==> src/rtl/core/fdrs_pkg.sv <==
`timescale 1ns / 1ps
// Package for the FLOOK disk request scheduler: field widths, command codes
// and the structs that travel along the row of request cells. No dependencies.
package fdrs_pkg;

    localparam int TRACK_W = 12;
    localparam int ID_W    = 10;
    // Slot index width, sized for the largest supported queue depth of 256.
    localparam int SLOT_W  = 8;

    localparam logic CMD_ADD   = 1'b0;
    localparam logic CMD_GRANT = 1'b1;

    typedef struct packed {
        logic              en;
        logic              bank;
        logic [SLOT_W-1:0] idx;
        logic [ID_W-1:0]   id;
        logic [TRACK_W-1:0] track;
    } wr_cmd_t;

    typedef struct packed {
        logic              en;
        logic              bank;
        logic [SLOT_W-1:0] idx;
    } clr_cmd_t;

    // Search token: best candidates found so far in the cells already passed.
    typedef struct packed {
        logic               vld;
        logic               bank;
        logic [TRACK_W-1:0] head;
        logic               ex_hit;
        logic [SLOT_W-1:0]  ex_idx;
        logic [ID_W-1:0]    ex_id;
        logic               up_hit;
        logic [SLOT_W-1:0]  up_idx;
        logic [ID_W-1:0]    up_id;
        logic [TRACK_W-1:0] up_track;
        logic               dn_hit;
        logic [SLOT_W-1:0]  dn_idx;
        logic [ID_W-1:0]    dn_id;
        logic [TRACK_W-1:0] dn_track;
    } token_t;

endpackage

==> src/rtl/core/fdrs_cell.sv <==
`timescale 1ns / 1ps
// One request cell: holds slot CELL_IDX of both banks and refines the search
// token as it passes by. Depends on fdrs_pkg.
module fdrs_cell #(
    parameter int CELL_IDX = 0
) (
    input  logic              clk,
    input  logic              rst_n,
    input  fdrs_pkg::wr_cmd_t  wr,
    input  fdrs_pkg::clr_cmd_t clr,
    input  fdrs_pkg::token_t   tok_in,
    output fdrs_pkg::token_t   tok_out
);
    import fdrs_pkg::*;

    localparam logic [SLOT_W-1:0] MY_IDX = SLOT_W'(CELL_IDX);

    logic [TRACK_W-1:0] track_reg [2];
    logic [ID_W-1:0]    id_reg [2];
    logic [1:0]         valid_reg;
    logic [1:0]         valid_next;
    token_t             tok_reg;
    token_t             tok_next;
    logic               cur_v;
    logic [TRACK_W-1:0] cur_t;
    logic [ID_W-1:0]    cur_id;

    always_ff @(posedge clk)
    begin
        if (wr.en && wr.idx == MY_IDX)
        begin
            track_reg[wr.bank] <= wr.track;
            id_reg[wr.bank]    <= wr.id;
        end
    end

    always_comb
    begin
        valid_next = valid_reg;
        if (wr.en && wr.idx == MY_IDX)
        begin
            valid_next[wr.bank] = 1'b1;
        end
        if (clr.en && clr.idx == MY_IDX)
        begin
            valid_next[clr.bank] = 1'b0;
        end
    end

    // Strict compares keep the earlier (older) slot on ties.
    always_comb
    begin
        cur_v    = valid_reg[tok_in.bank];
        cur_t    = track_reg[tok_in.bank];
        cur_id   = id_reg[tok_in.bank];
        tok_next = tok_in;
        if (tok_in.vld && cur_v)
        begin
            if (!tok_in.ex_hit && cur_t == tok_in.head)
            begin
                tok_next.ex_hit = 1'b1;
                tok_next.ex_idx = MY_IDX;
                tok_next.ex_id  = cur_id;
            end
            if (cur_t > tok_in.head && (!tok_in.up_hit || cur_t < tok_in.up_track))
            begin
                tok_next.up_hit   = 1'b1;
                tok_next.up_idx   = MY_IDX;
                tok_next.up_id    = cur_id;
                tok_next.up_track = cur_t;
            end
            if (cur_t < tok_in.head && (!tok_in.dn_hit || cur_t > tok_in.dn_track))
            begin
                tok_next.dn_hit   = 1'b1;
                tok_next.dn_idx   = MY_IDX;
                tok_next.dn_id    = cur_id;
                tok_next.dn_track = cur_t;
            end
        end
    end

    always_ff @(posedge clk or negedge rst_n)
    begin
        if (!rst_n)
        begin
            valid_reg <= '0;
            tok_reg   <= '0;
        end
        else
        begin
            valid_reg <= valid_next;
            tok_reg   <= tok_next;
        end
    end

    assign tok_out = tok_reg;

endmodule

==> config.mk <==
export PLATFORM = sky130hd
export DESIGN_NAME = fdrs_cell
export DESIGN_NICKNAME = d
export VERILOG_FILES = /design/src/rtl/core/fdrs_pkg.sv /design/src/rtl/core/fdrs_cell.sv
export SDC_FILE = /design/constraint.sdc
export NUM_CORES = 1
export LEC_CHECK = 0
export BUFFER_PORTS_ARGS = -buffer_cell sky130_fd_sc_hd__buf_4
export CORE_AREA = 2 2 151 94
export CTS_BUF_LIST = sky130_fd_sc_hd__clkbuf_16
export DETAILED_ROUTE_END_ITERATION = 7
export DIE_AREA = 0 0 153 96
export GPL_TIMING_DRIVEN = 0
export PLACE_DENSITY = 0.74
export SYNTH_ARGS = -nofsm -noshare
export SYNTH_HDL_FRONTEND = slang
export SYNTH_SLANG_ARGS = --single-unit
==> constraint.sdc <==
create_clock -name clk -period 3.9 [get_ports clk]
set_clock_uncertainty 0.1 [all_clocks]
set_input_delay 0.195 -clock clk [delete_from_list [all_inputs] [get_ports clk]]
set_output_delay 0.195 -clock clk [all_outputs]
set_load 0.01 [all_outputs]
==> impl_metrics.ini <==
[min_path]
min_path_type = in2reg
hp-start = wr[30]

[setup_path]
critical_path.slowest_cell = mux2_2
startpoint_type = input pin
critPathMaxFanout = 10
critPathBufInv = 4
path_common_cell = buf_4
reg2reg_from = track_reg[1][11]
cp-startpoint = tok_in[93]
rrSetupSlack_ns = 0.78
critPathRequiredTime_ns = 4.08
path_cells = buf_4, buf_4, clkbuf_1, mux2_2, ha_1, nand2_1, o21ai_1, nor2_1, or3b_1, nor4b_2, buf_4, mux2_1
crit_type = in2reg
cp.arrival_ns = 3.54
slowest_delay_ns = 0.47
cpLargestDelayFamily = buffers and inverters
end_kind = flip-flop

[logic_synthesis]
yosysSeqAreaShare_pct = 64.0
syn_area_mm2 = 0.00585
synth_top_family_by_area = multiplexers
synth_cells = 404
synth_seq_cells = 141
syn_nets = 578
synth_adder_area_share_pct = 7.48
ys.flop_type = dfrtp_1
async_reset_ff_share_pct = 68.8
synth_xor_area_share_pct = 0
synth_area_per_cell_um2 = 14.5
synthMuxAreaShare_pct = 14.8
yosysMostFrequentCell = dfrtp_1
ys.warnings.count = 0
yosysTopAreaCellShare_pct = 41.5
synth-compound-area-share_pct = 3.40
yosysTopAreaCell = dfrtp_1
synth_simple_gate_area_share_pct = 6.88
synth_edf_count = 44
netlist_top_cells_area = dfrtp_1 41%, edfxtp_1 23%, mux2_2 11%
ys_types = 38
synth_commonest_cells = 97 x dfrtp_1, 56 x mux2_2, 44 x edfxtp_1, 37 x inv_1, 35 x ha_1

[die]
die_y_um = 96
core-area_mm2 = 0.0133
die_area_mm2 = 0.0147
ios = 234
start_util_pct = 43.9
floorplan.rows = 33
die_w_um = 153

[routing]
ant_nets = 0
post_drt_via_cell_ratio = 4.80
dr.pass1.iters = 4
post_drt_wl_per_cell_um = 17.2
vias = 4640
drc = 0
routed_wirelength_mm = 16.6
drt_iter0_markers = 124

[global_routing]
grt_remaining_overflow = 0
antenna_found_initial = 0
grt_first_pass_wirelength_mm = 25.5
track_usage_pct = 22.9
grt_max_degree = 98
grt_pass1_vias = 4994

[timing]
fin_crit_sh_pct = 86.2
rsz0062_at_grt = false
clock.fmax_ghz = 0.298
whs_ns = 0.0663
min_period_ns = 3.36
tightest_slew_ns = 0.936
setup_tns_ns = 0
slew_headroom_pct = 37.6
hold_viol = 0
finalSetupViolations = 0
slew_violations = 0

[final_layout]
nFillCells = 863
final_net_count = 951
drive_above_1_share_pct = 42.4
area_growth_pct = 64.4
largest_reg_flops = 95

[power]
vdd_drop_max_mv = 0.265
p_leak_nw = 4.42
power_density_mw_per_mm2 = 377

[clock_network]
clk_pin_slew_worst_paths_ns = 0.06
cts_buffer_depth = 2
cts-root-buf = clkbuf_16
clk_latency_ns = 0.41
cts_tree = done
htreeDepth = 4
cts-buffers-inserted = 17
cts.sinks = 141
post_cts_buffers = 0

[status]
outcome = completed

[run]
max-cap-violations = 0

[placement]
port_buffers = 233
place.gp.congestion = 0.852
dp_hpwl_mm = 11.0
## stage by stage
step | total power [mW] | setup WS [ns] | utilization [%] | instance area, um2 | instances
after detailed placement | 2.00 | 0.113 | 58.9 | 7860 | 814
after floorplan | 1.76 | 0.751 | - | 5850 | 404
final | 3.63 | 0.540 | 72.1 | 9620 | 966
after global placement | 1.99 | 0.124 | 58.6 | 7820 | 812
after global routing | 3.77 | 0.310 | 72.1 | 9620 | 965
after CTS | 3.65 | 0.489 | 72.0 | 9600 | 964
## cells by family after synthesis
family	after synthesis
AND/OR/NAND/NOR	70
multiplexers	77
buffers and inverters	48
adder cells (fa/ha/maj)	35
AO/OA/AOI/OAI	33
flip-flops	141
## routing by layer
metal / GRT usage, % / vias up / part of all wire (%)
met5: 0 / - / 0
met1: 28.1 / 2237 / 43
met4: 8.18 / 0 / 1.5
li1: - / 2174 / -
met3: 6.84 / 29 / 6.4
met2: 39.2 / 200 / 49
## cells in the final DEF (no fill, tap or decap), types with 5 or more instances in the layout
| master | n |
|---|---|
| a21oi_1 | 15 |
| and2_1 | 16 |
| buf_4 | 236 |
| clkbuf_16 | 17 |
| dfrtp_1 | 97 |
| dlygate4sd3_1 | 119 |
| edfxtp_1 | 44 |
| ha_1 | 35 |
| inv_1 | 37 |
| inv_6 | 6 |
| mux2_1 | 20 |
| mux2_2 | 56 |
| nand2_1 | 9 |
| nand4_1 | 6 |
| nor2_1 | 9 |
| nor2b_1 | 10 |
| o21ai_0 | 5 |
## layout make-up
cell class,count,area (um2),share of cell area [%]
well taps,175,219,2.28
flip-flops and latches,141,3750,39.0
clock buffers,17,425,4.42
plain buffers,11,60.1,0.624
diodes,1,2.50,0.0260
repair buffers,354,2970,30.9
multi-input cells,215,1910,19.9
clock inverters,15,141,1.47
inverters,37,139,1.44
## path summary, 6_finish.rpt
kind / endpoint / cells past startpoint
worst max-delay path: tok_out[42] / 12
worst min-delay path: track_reg[0][3] / 2
worst max register to register: tok_out[42] / 9
worst min register to register: valid_reg[1] / 1
max in group asynchronous: tok_out[8] / 2
min in group asynchronous: tok_out[12] / 2
## what timing repair did
action | 4_1_cts | 5_1_grt
hold buffers | 118 | 1
resized for setup | 0 | 0
endpoints found under the hold margin | 141 | 97
## where the power goes
part / internal [mW] / leakage [nW] / switching [mW]
clock: 0.848 / 0.277 / 0.699
combinational: 0.294 / 2.62 / 0.192
sequential: 1.58 / 1.53 / 0.0174
No activity file was read; power rests on OpenSTA's default activity.
